## src/rtl/core/afrs_pkg.sv

```systemverilog
// ----------------------------------------------------------------------------
// afrs_pkg
// types and constants of the amplifier fault retry sequencer
// ----------------------------------------------------------------------------
package afrs_pkg;

    localparam int TimeW     = 16;
    localparam int CfgIndexW = 2;
    localparam int InDataW   = 8;
    localparam int OutDataW  = 8;

    localparam logic [TimeW-1:0] DefaultTimeMs = TimeW'(2);
    localparam logic [TimeW-1:0] TimeMax       = {TimeW{1'b1}};

    typedef enum logic [1:0] {
        PH_OK     = 2'd0,
        PH_ERR    = 2'd1,
        PH_PULSE  = 2'd2,
        PH_SETTLE = 2'd3
    } phase_t;

    typedef enum logic [CfgIndexW-1:0] {
        REG_REENABLE = 2'd0,
        REG_PULSE    = 2'd1,
        REG_SETTLE   = 2'd2
    } reg_index_t;

    typedef struct packed {
        logic [TimeW-1:0] reenable_ms;
        logic [TimeW-1:0] pulse_ms;
        logic [TimeW-1:0] settle_ms;
    } cfg_t;

    // lowest bit last: fault_n sits at bit 0
    typedef struct packed {
        logic clear_warn;
        logic clear_err;
        logic ms_tick;
        logic clip_otw_n;
        logic fault_n;
    } in_item_t;

    // lowest bit last: reset_n sits at bit 0
    typedef struct packed {
        logic   warn_seen;
        logic   fault_seen;
        logic   warn_now;
        logic   fault_now;
        phase_t phase;
        logic   reset_n;
    } result_t;

endpackage

```

## src/rtl/core/afrs_cfg.sv

```systemverilog
// ----------------------------------------------------------------------------
// afrs_cfg
// configuration register file, one write beat per cycle
// ----------------------------------------------------------------------------
module afrs_cfg
(
    input  logic                          clk,
    input  logic                          rst_n,
    input  logic                          cfg_valid,
    output logic                          cfg_ready,
    input  logic [afrs_pkg::CfgIndexW-1:0] cfg_index,
    input  logic [afrs_pkg::TimeW-1:0]     cfg_data,
    output afrs_pkg::cfg_t                cfg
);
    import afrs_pkg::*;

    cfg_t cfg_reg;
    cfg_t cfg_next;

    assign cfg_ready = 1'b1;
    assign cfg       = cfg_reg;

    always_comb
    begin
        cfg_next = cfg_reg;
        if (cfg_valid)
        begin
            case (reg_index_t'(cfg_index))
                REG_REENABLE: cfg_next.reenable_ms = cfg_data;
                REG_PULSE:    cfg_next.pulse_ms    = cfg_data;
                REG_SETTLE:   cfg_next.settle_ms   = cfg_data;
                default:      cfg_next             = cfg_reg;
            endcase
        end
    end

    always_ff @(posedge clk or negedge rst_n)
    begin
        if (!rst_n)
        begin
            cfg_reg.reenable_ms <= '0;
            cfg_reg.pulse_ms    <= DefaultTimeMs;
            cfg_reg.settle_ms   <= DefaultTimeMs;
        end
        else
        begin
            cfg_reg <= cfg_next;
        end
    end

endmodule

```

## src/rtl/core/afrs_core.sv

```systemverilog
// ----------------------------------------------------------------------------
// afrs_core
// sequencer state and its one-step update logic
// ----------------------------------------------------------------------------
module afrs_core
(
    input  logic               clk,
    input  logic               rst_n,
    input  logic               step,
    input  afrs_pkg::in_item_t item,
    input  afrs_pkg::cfg_t     cfg,
    output afrs_pkg::result_t  result
);
    import afrs_pkg::*;

    phase_t           phase_reg;
    phase_t           phase_next;
    logic [TimeW-1:0] elapsed_reg;
    logic [TimeW-1:0] elapsed_next;
    logic             level_reg;
    logic             level_next;
    logic             fault_seen_reg;
    logic             fault_seen_next;
    logic             warn_seen_reg;
    logic             warn_seen_next;

    logic             fault;
    logic             warn;
    logic [TimeW-1:0] elapsed_cnt;

    assign fault = ~item.fault_n;
    assign warn  = ~item.clip_otw_n;

    // saturating millisecond count for this step
    assign elapsed_cnt = (item.ms_tick && (elapsed_reg != TimeMax))
                       ? elapsed_reg + TimeW'(1) : elapsed_reg;

    always_comb
    begin
        phase_next      = phase_reg;
        elapsed_next    = elapsed_reg;
        level_next      = level_reg;
        fault_seen_next = item.clear_err  ? 1'b0 : fault_seen_reg;
        warn_seen_next  = item.clear_warn ? 1'b0 : warn_seen_reg;

        if (cfg.reenable_ms != '0)
        begin
            elapsed_next = elapsed_cnt;
            case (phase_reg)
                PH_OK:
                begin
                    if (fault)
                    begin
                        phase_next   = PH_ERR;
                        elapsed_next = '0;
                    end
                    else
                    begin
                        level_next = 1'b1;
                    end
                end
                PH_ERR:
                begin
                    if (elapsed_cnt >= cfg.reenable_ms)
                    begin
                        phase_next   = PH_PULSE;
                        elapsed_next = '0;
                    end
                end
                PH_PULSE:
                begin
                    if (elapsed_cnt >= cfg.pulse_ms)
                    begin
                        phase_next   = PH_SETTLE;
                        elapsed_next = '0;
                    end
                    else
                    begin
                        level_next = 1'b0;
                    end
                end
                PH_SETTLE:
                begin
                    if (elapsed_cnt >= cfg.settle_ms)
                    begin
                        phase_next   = PH_OK;
                        elapsed_next = '0;
                    end
                    else
                    begin
                        level_next = 1'b1;
                    end
                end
                default:
                begin
                    phase_next = PH_OK;
                end
            endcase
            fault_seen_next = fault_seen_next | fault;
            warn_seen_next  = warn_seen_next  | warn;
        end
        else
        begin
            level_next = 1'b1;
        end
    end

    assign result.reset_n    = level_next;
    assign result.phase      = phase_next;
    assign result.fault_now  = fault;
    assign result.warn_now   = warn;
    assign result.fault_seen = fault_seen_next;
    assign result.warn_seen  = warn_seen_next;

    always_ff @(posedge clk or negedge rst_n)
    begin
        if (!rst_n)
        begin
            phase_reg      <= PH_OK;
            elapsed_reg    <= '0;
            level_reg      <= 1'b1;
            fault_seen_reg <= 1'b0;
            warn_seen_reg  <= 1'b0;
        end
        else if (step)
        begin
            phase_reg      <= phase_next;
            elapsed_reg    <= elapsed_next;
            level_reg      <= level_next;
            fault_seen_reg <= fault_seen_next;
            warn_seen_reg  <= warn_seen_next;
        end
    end

endmodule

```

## src/rtl/core/amp_fault_retry_sequencer.sv

```systemverilog
// ----------------------------------------------------------------------------
// amp_fault_retry_sequencer
// fault recovery sequencer for an audio amplifier reset pin
// ----------------------------------------------------------------------------
//
//  channel   dir   handshake          payload
//  s_axis    in    s_tvalid/s_tready  s_tdata: one pin evaluation per beat
//  m_axis    out   m_tvalid/m_tready  m_tdata: one result per input beat
//  cfg       in    cfg_valid/cfg_ready cfg_index, cfg_data: register write
//
//  an accepted beat passes through the input register, then the state update
//  that loads the result register, before it shows on m_tdata
//  one beat per cycle is sustained while m_tready stays high; the limit is the
//  single state update per cycle in afrs_core
//  rst_n is asynchronous and active low; it empties both registers and
//  restores the state and config reset values
//  a stalled m_tready holds the result; one more beat is still taken into the
//  input register before s_tready drops
//
module amp_fault_retry_sequencer
(
    input  logic                           clk,
    input  logic                           rst_n,
    // input stream
    input  logic                           s_tvalid,
    output logic                           s_tready,
    // fault_n, clip_otw_n, ms_tick, clear_err, clear_warn, upper bits unused
    input  logic [afrs_pkg::InDataW-1:0]   s_tdata,
    // result stream
    output logic                           m_tvalid,
    input  logic                           m_tready,
    // reset_n, phase[1:0], fault_now, warn_now, fault_seen, warn_seen, zero fill
    output logic [afrs_pkg::OutDataW-1:0]  m_tdata,
    // config writes
    input  logic                           cfg_valid,
    output logic                           cfg_ready,
    input  logic [afrs_pkg::CfgIndexW-1:0] cfg_index,
    input  logic [afrs_pkg::TimeW-1:0]     cfg_data
);
    import afrs_pkg::*;

    localparam int ItemW = $bits(in_item_t);
    localparam int ResW  = $bits(result_t);

    cfg_t     cfg;
    result_t  step_result;

    // input register
    logic     in_valid_reg;
    in_item_t in_item_reg;

    // result register
    logic     res_valid_reg;
    result_t  res_reg;

    // the input item moves on when the result register is empty or drains
    logic     res_load;
    logic     in_take;

    assign res_load = in_valid_reg && (!res_valid_reg || m_tready);
    assign s_tready = !in_valid_reg || res_load;
    assign in_take  = s_tvalid && s_tready;

    afrs_cfg u_cfg
    (
        .clk       (clk),
        .rst_n     (rst_n),
        .cfg_valid (cfg_valid),
        .cfg_ready (cfg_ready),
        .cfg_index (cfg_index),
        .cfg_data  (cfg_data),
        .cfg       (cfg)
    );

    // state commits only when the result is loaded
    afrs_core u_core
    (
        .clk    (clk),
        .rst_n  (rst_n),
        .step   (res_load),
        .item   (in_item_reg),
        .cfg    (cfg),
        .result (step_result)
    );

    always_ff @(posedge clk or negedge rst_n)
    begin
        if (!rst_n)
        begin
            in_valid_reg  <= 1'b0;
            res_valid_reg <= 1'b0;
        end
        else
        begin
            if (in_take)
            begin
                in_valid_reg <= 1'b1;
            end
            else if (res_load)
            begin
                in_valid_reg <= 1'b0;
            end

            if (res_load)
            begin
                res_valid_reg <= 1'b1;
            end
            else if (m_tready)
            begin
                res_valid_reg <= 1'b0;
            end
        end
    end

    // payload registers, no reset
    always_ff @(posedge clk)
    begin
        if (in_take)
        begin
            in_item_reg <= in_item_t'(s_tdata[ItemW-1:0]);
        end
        if (res_load)
        begin
            res_reg <= step_result;
        end
    end

    assign m_tvalid = res_valid_reg;
    assign m_tdata  = {{(OutDataW-ResW){1'b0}}, res_reg};

endmodule

```

## config.mk

```make
export PLATFORM = sky130hd
export DESIGN_NAME = amp_fault_retry_sequencer
export DESIGN_NICKNAME = d
export VERILOG_FILES = /design/src/rtl/core/afrs_pkg.sv /design/src/rtl/core/afrs_cfg.sv /design/src/rtl/core/afrs_core.sv /design/src/rtl/core/amp_fault_retry_sequencer.sv
export SDC_FILE = /design/constraint.sdc
export NUM_CORES = 1
export LEC_CHECK = 0
export ABC_AREA = 1
export ABC_CLOCK_PERIOD_IN_PS = 2700
export BUFFER_PORTS_ARGS = -buffer_cell sky130_fd_sc_hd__buf_2
export CORE_ASPECT_RATIO = 0.9
export CORE_UTILIZATION = 25
export DETAILED_ROUTE_END_ITERATION = 16
export HOLD_SLACK_MARGIN = 0.12
export PLACE_DENSITY = 0.44
export SYNTH_ARGS = -nofsm -noshare
export SYNTH_HDL_FRONTEND = slang
export SYNTH_SLANG_ARGS = --single-unit
export TNS_END_PERCENT = 10
```

## constraint.sdc

```tcl
create_clock -name clk -period 2.7 [get_ports clk]
set_input_delay 0.405 -clock clk [delete_from_list [all_inputs] [get_ports clk]]
set_output_delay 0.405 -clock clk [all_outputs]
set_load 0.1 [all_outputs]
```

==> impl_metrics.py, run 1 <==
metrics = {
    "clocking": {
        "cts_buffers": 9,
        "ctsHoldBuffers": 0,
        "cts_buffer_depth": 2,
        "cts_root_buf": "clkbuf_16",
        "clock_latency_ps": 350,
        "h-tree-depth": 3,
        "cts_tree": "yes",
        "clkTransAtPathRegs_ps": 60,
        "cts_sinks": 83,
    },
    "yosys": {
        "synth.largest_area_cell": "dfrtp_1",
        "syn_inst": 673,
        "syn_nets": 753,
        "syn_area_um2": 5160,
        "ys_seq_elements": 83,
        "synth.area.top_cells": "dfrtp_1 (33%), nand2_1 (15%), ha_1 (12%), inv_1 (8.4%), edfxtp_1 (7.0%)",
        "yosys.cell_types.count": 36,
        "synth.avg_cell_area_um2": 7.67,
        "synth_top_area_frac": 0.330,
        "yosysSeqAreaShare": 0.415,
        "yosys_warnings": 0,
    },
    "power_and_ir_drop": {
        "peakVddDrop_mv": 0.303,
        "p_leak_nw": 3.40,
        "p_total_mw": 5.68,
        "power-per-cell-area_nw_per_um2": 832,
    },
    "timing": {
        "holdWs_ps": 211,
        "worst_pin_slew_ps": 963,
        "drv_slew": 0,
        "period_minus_slack_ps": 3000,
        "fin_skew_ps": 8.11,
        "setup_slack_ps": -298,
        "setup_viol": 22,
        "fin_crit_sh": 1.11,
        "slew_headroom": 0.358,
        "rsz0062_at_grt": "true",
        "timing.fmax_mhz": 334,
        "hold_violations": 0,
        "tns_ps": -5360,
    },
    "grt": {
        "grt_antenna_before_repair": 0,
        "grt_max_degree": 72,
        "grt_pass1_vias": 4298,
        "grtUsageTotal": 0.131,
        "grt_overflow": 0,
        "grt_pass1_wl_um": 21900,
    },
    "route": {
        "ant_nets": 0,
        "drc": 0,
        "routedWlPerCell_um": 13.0,
        "drtPass1Iterations": 4,
        "vias": 4351,
        "drt_iter0_drc": 170,
        "wl_um": 13200,
        "via_per_inst": 4.29,
    },
    "critical_path": {
        "critPathRequiredTime_ps": 2940,
        "end_kind": "register",
        "cp-start-kind": "register",
        "crit_arrival_ps": 3230,
        "critPathKind": "register to register",
        "path_max_fanout": 8,
    },
    "floorplanning": {
        "num_io_pins": 42,
        "die_x_um": 153,
        "dieHeight_um": 138,
        "core_um2": 20100,
        "die-area_um2": 21200,
        "initial_core_util": 0.257,
        "core.rowCount": 49,
    },
    "worst_hold_path": {
        "holdCritPathClass": "primary input to async pin",
    },
    "job": {
        "drv_cap": 0,
    },
    "layout": {
        "drive_gt1_frac": 0.286,
        "final_cell_mix": "nand2_1 (172), inv_1 (97), dfrtp_1 (67)",
        "area_growth_pct": 32.1,
        "final_common_cell": "nand2_1",
        "diodes": 0,
        "nets": 835,
        "largest_reg_flops": 48,
    },
    "placement": {
        "gp_congestion": 0.811,
        "numPortBuffers": 36,
        "dpl.hpwl_um": 9170,
        "place_ws_ps": -382,
    },
    "outcome": {
        "failed_checks": "setup timing",
        "outcome": "finished, violations left",
    },
}
==> Yosys cell counts <==
master	instances
nand4_1	6
inv_6	1
or2_1	1
o21a_1	4
dfrtp_1	68
nand3_1	23
xnor2_1	3
clkbuf_8	1
clkinv_1	1
conb_1	2
nand2_4	2
edfxtp_1	12
nor2_1	49
nor3_2	3
clkbuf_1	10
dfstp_2	3
o21ai_2	6
o21ai_1	2
nor3_1	6
inv_1	115
nand2_2	2
buf_4	2
xor2_1	7
or2_0	1
nand3_2	2
a21oi_1	22
nor2_2	3
ha_1	49
buf_6	1
a31oi_1	1
o22ai_1	2
nand2_1	200
o21bai_1	2
o21ai_0	59
a211oi_1	1
buf_12	1
==> per-stage QoR <==
stage | instance area, µm² | utilization | instances
5_1_grt | 6820 | 0.339 | 1015
4_1_cts | 6420 | 0.319 | 1010
6_report | 6820 | 0.339 | 1015
2_1_floorplan | 5190 | - | 673
3_3_place_gp | 5880 | 0.293 | 988
3_5_place_dp | 5880 | 0.293 | 988
==> layout make-up <==
type / instances / area [µm²]
Tap cell: 255 / 319
Fill cell: 2190 / 13300
Timing Repair inverter: 1 / 8.76
Clock buffer: 9 / 225
Inverter: 117 / 459
Timing Repair Buffer: 84 / 567
Multi-Input combinational cell: 459 / 3040
Clock inverter: 7 / 57.6
Sequential cell: 83 / 2140
==> final timing paths <==
path                                             from  slack [ps]  cells after the start                     to
worst max register to register  u_core.elapsed_reg[0]        -300                     19  u_core.elapsed_reg[4]
worst max-delay path            u_core.elapsed_reg[0]        -300                     19  u_core.elapsed_reg[4]
max in group asynchronous                       rst_n        1810                      1  u_core.elapsed_reg[4]
worst min-delay path                            rst_n         210                      1          u_cfg.cfg[12]
worst min register to register          u_cfg.cfg[36]         490                      2          u_cfg.cfg[36]
min in group clk                           s_tdata[1]         220                      1         in_item_reg[1]
==> layer usage <==
metal  track usage  share of wire  vias to the layer above
met2         0.200           0.44                       43
met4        0.0379          0.012                        0
met1         0.187           0.53                     2006
met5             0              0                        -
li1              -              -                     2287
met3        0.0232          0.021                       15
==> critical path, cell delays in order, from the launching register on <==
cell	delay [ps]
dfrtp_1	400
ha_4	170
nand2_4	60
nor3_4	110
nand3_2	130
nand2_8	150
nor2_1	60
or2_1	210
nand2_2	100
inv_2	70
ha_4	270
nand4_1	150
nor3_4	260
nand2_4	90
nand3_4	70
nand2_4	50
nor2_4	240
nand2_8	130
nand2_2	80
nand2_1	50
==> kinds of logic (layout without fill, tap and decap cells) <==
logic type / after synthesis / count (layout) / share of synthesized area
other cells: 2 / 2 / 0.00145
fa+ha+maj: 49 / 49 / 0.119
compound gates: 99 / 99 / 0.104
buf+inv: 132 / 218 / 0.105
flops: 83 / 83 / 0.415
xor+xnor: 10 / 10 / 0.0170
simple gates: 298 / 299 / 0.239
==> report_power, final <==
group          internal (mW)  leakage (nW)  switching, mW
sequential              1.55          1.01          0.178
clock                  0.635         0.129          0.581
combinational           1.01          2.26           1.72
==> what timing repair did <==
item,4_1_cts,5_1_grt
gates cloned,1,1
gates resized for setup,57,65
endpoints found under the hold margin,0,0
buffers inserted,5,4
setup endpoints to repair,22,22
pin swaps,12,38
Power figures use the tool's default switching activity.
==> run 2, diff against run 1 <==
--- a/config.mk
+++ b/config.mk
@@ -9,10 +9,10 @@
 export ABC_CLOCK_PERIOD_IN_PS = 2700
 export BUFFER_PORTS_ARGS = -buffer_cell sky130_fd_sc_hd__buf_2
 export CORE_ASPECT_RATIO = 0.9
-export CORE_UTILIZATION = 25
+export CORE_UTILIZATION = 55
 export DETAILED_ROUTE_END_ITERATION = 16
 export HOLD_SLACK_MARGIN = 0.12
-export PLACE_DENSITY = 0.44
+export PLACE_DENSITY = 0.8
 export SYNTH_ARGS = -nofsm -noshare
 export SYNTH_HDL_FRONTEND = slang
 export SYNTH_SLANG_ARGS = --single-unit
==> run 2 against run 1 <==
Against the previous run: the run ends with DRC, setup timing left; sequential share of layout area up 2.2 points; register-to-register slack worse by 150 ps; flip-flop and latch count unchanged; critical path depth up 7; count of clock-buffer cells in the layout up 2; cell count down 13%; worst setup slack worse by 150 ps; core utilization up 36 points; critical path type unchanged; largest cell class unchanged.
==> impl_metrics.py, run 2 (same netlist as run 1, synthesis figures left out) <==
metrics = {
    "outcome": {
        "outcome": "finished, violations left",
        "failed_checks": "DRC, setup timing",
    },
    "grt": {
        "grt_pass1_vias": 4612,
        "use_met1": 0.340,
        "grt_use_met2": 0.496,
        "met3_usage": 0.0395,
        "grtUsageTotal": 0.276,
        "grt_pass1_wl_um": 21300,
        "grt_antenna_before_repair": 0,
        "grt_max_degree": 33,
        "grt-busiest-layer": "met2",
        "grt_overflow": 0,
    },
    "placement": {
        "dpl.hpwl_um": 8640,
        "gp_congestion": 0.879,
        "numPortBuffers": 36,
        "placed_area_um2": 5690,
    },
    "layout": {
        "num-fill-cells": 708,
        "diodes": 0,
        "design_area_um2": 6380,
        "largest_reg_flops": 48,
        "final_cell_mix": "nand2_1 (188), inv_1 (102), dfrtp_1 (67)",
        "final_common_cell": "nand2_1",
        "final_util": 0.699,
        "drive_gt1_frac": 0.237,
        "area_growth_pct": 23.6,
        "nets": 836,
    },
    "critical_path": {
        "critPathKind": "register to register",
        "path_delay_family": "simple AND/OR/NAND/NOR gates",
        "cpMaxStageDelayCell": "dfrtp_1",
        "crit_buf_inv": 5,
        "cp.depth": 26,
        "r2r-start": "u_core.elapsed_reg[1]",
        "crit_path_frequent_cell": "nand2_1",
        "crit_arrival_ps": 3400,
        "startpoint": "u_core.elapsed_reg[1]",
        "cp-start-kind": "register",
        "regToRegEndpoint": "u_core.elapsed_reg[12]",
        "path_max_fanout": 8,
        "cp-endpoint": "u_core.elapsed_reg[12]",
        "end_kind": "register",
        "r2r_slack_ps": -450,
        "crit_path_max_incr_delay_ps": 380,
        "reg2reg_depth": 26,
        "critPathRequiredTime_ps": 2950,
    },
    "power_and_ir_drop": {
        "p_leak_nw": 3.34,
        "power-per-cell-area_nw_per_um2": 847,
        "peakVddDrop_mv": 0.449,
    },
    "clocking": {
        "cts_root_buf": "clkbuf_8",
        "cts_sinks": 83,
        "clock_latency_ps": 370,
        "cts_buffers": 9,
        "h-tree-depth": 3,
        "clkTransAtPathRegs_ps": 90,
        "cts_tree": "yes",
        "cts_buffer_depth": 2,
    },
    "job": {
        "drv_cap": 0,
    },
    "floorplanning": {
        "die_x_um": 104,
        "core.rowCount": 33,
        "die-area_um2": 9780,
        "num_io_pins": 42,
        "initial_core_util": 0.566,
        "core_um2": 9130,
        "dieHeight_um": 93.9,
    },
    "timing": {
        "worst_pin_slew_ps": 1020,
        "rsz0062_at_grt": "true",
        "period_minus_slack_ps": 3150,
        "drv_slew": 0,
        "setup_slack_ps": -449,
        "hold_violations": 0,
        "setup_viol": 22,
        "holdWs_ps": 210,
        "timing.fmax_mhz": 318,
        "fin_skew_ps": 11.0,
        "tns_ps": -8890,
        "slew_headroom": 0.321,
        "fin_crit_sh": 1.17,
    },
    "route": {
        "drtPass1Iterations": 12,
        "vias": 4749,
        "drc": 2,
        "wl_um": 13200,
        "ant_nets": 0,
        "drt_iter0_drc": 262,
        "routedWlPerCell_um": 14.9,
        "via_per_inst": 5.38,
    },
    "worst_hold_path": {
        "holdCritPathClass": "primary input to register",
    },
}
==> run 2: cell count changes in the layout (fill, tap and decap cells not counted), moves of 5 or more <==
cell | before | now
nand3_1 | 14 | 19
nand2_4 | 6 | 1
nand2_2 | 24 | 13
inv_1 | 97 | 102
nand2_1 | 172 | 188
ha_1 | 30 | 39
clkbuf_16 | 9 | 1
clkbuf_8 | 0 | 10
ha_4 | 19 | 10
==> run 2: through the flow <==
step | std cells | total power [mW] | setup slack [ps]
6_report | 883 | 5.41 | -449
5_1_grt | 883 | 5.78 | -646
4_1_cts | 877 | 5.09 | -208
3_5_place_dp | 852 | 3.86 | -295
3_3_place_gp | 852 | 3.74 | -225
2_1_floorplan | 673 | 3.27 | -72.4
==> run 2: metal layers <==
| layer | part of all wire | vias up |
|---|---|---|
| met5 | 0 | - |
| met4 | 0.029 | 0 |
| met3 | 0.059 | 46 |
| met2 | 0.49 | 178 |
| met1 | 0.42 | 2242 |
| li1 | - | 2283 |
==> run 2: cell type report <==
class / instances / area, µm² / share of cell area
timing repair inverter: 1 / 8.76 / 0.00137
inverter: 117 / 457 / 0.0716
tap: 122 / 153 / 0.0239
timing repair buffer: 85 / 586 / 0.0917
sequential: 83 / 2140 / 0.336
clock buffer: 11 / 163 / 0.0255
multi-input combinational: 459 / 2810 / 0.440
clock inverter: 5 / 65.1 / 0.0102
==> run 2: worst reg2reg max path: stages (launching register included) <==
cell and delay, ps:
dfrtp_1 380, buf_6 110, ha_4 130, nand2_4 60, nor3_4 160, nand3_2 140
nand2_8 160, clkinv_8 90, nand2_1 60, nand2_1 50, nand2_2 110, inv_2 70
ha_1 290, nand2_1 50, inv_1 60, nand3_1 80, nand3_2 100, nand2_1 60
nand2_1 90, nand2_1 90, nand2_2 130, nand2_2 90, nor2_4 130, buf_12 140
nand2_8 80, nand2_1 70, nand2_1 60
==> run 2: worst min path at each step <==
stage	start	endpoint	slack, ps	depth (start not counted)
CTS	s_tdata[2]	in_item_reg[2]	220	1
global route	s_tdata[2]	in_item_reg[2]	210	1
global placement	rst_n	u_core.elapsed_reg[1]	430	1
detailed placement	rst_n	u_core.elapsed_reg[0]	450	1
finish	s_tdata[2]	in_item_reg[2]	210	1
floorplan	rst_n	in_valid_reg	110	0
==> run 2: report_power, final <==
group          leakage [nW]  switching [mW]  internal (mW)
logic                  2.22            1.69          0.983
clock network         0.116           0.493          0.519
registers              1.01           0.170           1.55
total                  3.34            2.36           3.05
==> run 2: timing repair <==
action                                  in CTS  in global routing
gates cloned                                 1                  1
endpoints found under the setup margin      22                 22
resized for setup                           43                 32
pin swaps                                    5                 19
endpoints found under the hold margin       23                  0
hold buffers                                 1                  0
buffers inserted                             7                  5
==> run 3, diff against run 2 <==
--- a/config.mk
+++ b/config.mk
@@ -7,12 +7,12 @@
 export LEC_CHECK = 0
 export ABC_AREA = 1
 export ABC_CLOCK_PERIOD_IN_PS = 2700
-export BUFFER_PORTS_ARGS = -buffer_cell sky130_fd_sc_hd__buf_2
 export CORE_ASPECT_RATIO = 0.9
 export CORE_UTILIZATION = 55
 export DETAILED_ROUTE_END_ITERATION = 16
+export DONT_BUFFER_PORTS = 1
 export HOLD_SLACK_MARGIN = 0.12
-export PLACE_DENSITY = 0.8
+export PLACE_DENSITY = 0.76
 export SYNTH_ARGS = -nofsm -noshare
 export SYNTH_HDL_FRONTEND = slang
 export SYNTH_SLANG_ARGS = --single-unit
==> run 3 against run 2 <==
Against the previous run: the flow finishes with violations (setup timing); register-to-register slack better by 120 ps; core utilization down 1.3 points; clock skew up 1.2 ps; maximum frequency up 4.0%; critical path depth down 6; flip-flop and latch count unchanged; die area unchanged; cell count down 4.3%; sequential power up 12%.
==> impl_metrics.py, run 3 (same netlist as run 1, synthesis figures left out) <==
metrics = {
    "critical_path": {
        "cp-start-kind": "register",
        "r2r-start": "u_core.elapsed_reg[0]",
        "path_delay_family": "simple AND/OR/NAND/NOR gates",
        "path_cells": "ha_4, nand2_4, nor3_4, nand3_2, nand2_8, nor2_2, xnor2_2, inv_2, buf_4, ha_4, nand2_2, o21a_1, nand2_2, nand2_2, nand2_4, nand2_4, nor2_4, nand2_4, nand2_2, nand2_1",
        "critPathRequiredTime_ps": 2960,
        "critPathKind": "register to register",
        "cp-endpoint": "u_core.elapsed_reg[0]",
        "end_kind": "register",
        "crit_buf_inv": 2,
        "r2r_slack_ps": -330,
        "reg2reg_depth": 20,
        "cpMaxStageDelayCell": "dfrtp_1",
        "crit_arrival_ps": 3280,
        "startpoint": "u_core.elapsed_reg[0]",
        "path_max_fanout": 8,
        "regToRegEndpoint": "u_core.elapsed_reg[0]",
        "cp.depth": 20,
        "crit_path_max_incr_delay_ps": 420,
    },
    "route": {
        "wl_um": 12800,
        "via_per_inst": 5.41,
        "drtPass1Iterations": 7,
        "vias": 4569,
        "drt_iter0_drc": 312,
        "ant_nets": 0,
        "routedWlPerCell_um": 15.1,
        "drc": 0,
    },
    "grt": {
        "grt_overflow": 0,
        "grt_pass1_wl_um": 21000,
        "grt_pass1_vias": 4589,
        "grtUsageTotal": 0.274,
        "grt_antenna_before_repair": 0,
        "grt_max_degree": 72,
    },
    "placement": {
        "numPortBuffers": 0,
        "dpl.hpwl_um": 8240,
        "gp_congestion": 0.895,
        "placed_area_um2": 5500,
    },
    "timing": {
        "slew_headroom": 0.344,
        "fin_crit_sh": 1.12,
        "timing.fmax_mhz": 330,
        "period_minus_slack_ps": 3030,
        "setup_viol": 22,
        "hold_violations": 0,
        "drv_slew": 0,
        "fin_skew_ps": 12.2,
        "rsz0062_at_grt": "true",
        "holdWs_ps": 132,
        "setup_slack_ps": -328,
        "worst_pin_slew_ps": 982,
    },
    "outcome": {
        "failed_checks": "setup timing",
        "outcome": "finished, violations left",
    },
    "floorplanning": {
        "dieHeight_um": 93.9,
        "die-area_um2": 9780,
        "core_um2": 9130,
        "die_x_um": 104,
        "num_io_pins": 42,
        "core.rowCount": 33,
        "initial_core_util": 0.566,
    },
    "layout": {
        "diodes": 0,
        "final_cell_mix": "nand2_1 (184), inv_1 (102), dfrtp_1 (68)",
        "drive_gt1_frac": 0.210,
        "final_common_cell": "nand2_1",
        "design_area_um2": 6260,
        "largest_reg_flops": 48,
        "nets": 798,
        "final_util": 0.687,
        "area_growth_pct": 21.3,
    },
    "power_and_ir_drop": {
        "power-per-cell-area_nw_per_um2": 828,
        "peakVddDrop_mv": 0.534,
        "p_total_mw": 5.19,
        "p_leak_nw": 3.18,
    },
    "clocking": {
        "clock_latency_ps": 370,
        "cts_tree": "yes",
        "clkTransAtPathRegs_ps": 80,
        "cts_sinks": 83,
        "cts_buffer_depth": 2,
        "cts_buffers": 9,
        "h-tree-depth": 3,
        "cts_root_buf": "clkbuf_8",
    },
    "worst_hold_path": {
        "holdPathStages": 0,
        "holdCritPathClass": "primary input to register",
    },
    "job": {
        "drv_cap": 0,
    },
}
-- run 3: changes by cell type in the layout (fill, tap and decap cells not counted), moves of 4 or more --
cell,delta
ha_4,+8
buf_4,-5
ha_1,-8
nand2_4,+5
nand2_1,-4
buf_2,-36
inv_4,+4
dlygate4sd3_1,+4
-- run 3: per-stage QoR --
stage	TNS (ps)	setup WS, ps	instances
after global placement	-3830	-210	814
after global routing	-9070	-457	845
after detailed placement	-6650	-344	814
after floorplan	-722	-72.4	673
after CTS	-4070	-244	843
final	-6050	-328	845
-- run 3: per-layer routing --
metal  global-route usage  routed length [µm]
met1                0.352                5620
met2                0.457                6160
met3               0.0527                 676
met4                0.115                 331
met5                    0                   0
-- run 3: how the worst min path moves through the flow --
stage                     from                     to  slack (ps)
floorplan                rst_n           in_valid_reg         110
global placement         rst_n  u_core.elapsed_reg[1]         110
detailed placement       rst_n  u_core.elapsed_reg[3]         110
CTS                 s_tdata[2]         in_item_reg[2]         120
global route        s_tdata[2]         in_item_reg[2]         120
finish              s_tdata[2]         in_item_reg[2]         130
-- run 3: cell type report --
type / count / area [µm²]
Clock buffer: 11 / 153
Sequential cell: 83 / 2140
Timing Repair inverter: 1 / 6.26
Tap cell: 122 / 153
Multi-Input combinational cell: 459 / 2920
Fill cell: 699 / 2860
Timing Repair Buffer: 47 / 400
Inverter: 117 / 457
Clock inverter: 5 / 32.5
-- run 3: worst reg2reg max path: stages (launching register included) --
cell     delay (ps)
dfrtp_1         420
ha_4            180
nand2_4          60
nor3_4          140
nand3_2         140
nand2_8         160
nor2_2           80
xnor2_2         200
inv_2           100
buf_4           150
ha_4            260
nand2_2          60
o21a_1          200
nand2_2          90
nand2_2          80
nand2_4         110
nand2_4          60
nor2_4          160
nand2_4         130
nand2_2          90
nand2_1          60
-- run 3: what timing repair did --
item / in CTS / in global routing
hold buffers: 6 / 0
endpoints found under the hold margin: 75 / 0
pin swaps: 18 / 21
gates cloned: 2 / 0
buffers inserted: 5 / 2
gates resized for setup: 76 / 15
endpoints found under the setup margin: 22 / 22
-- run 3: power breakdown --
part | internal [mW] | total, mW | switching (mW)
Sequential | 1.55 | 1.93 | 0.380
Clock | 0.392 | 0.880 | 0.488
Combinational | 0.916 | 2.37 | 1.46
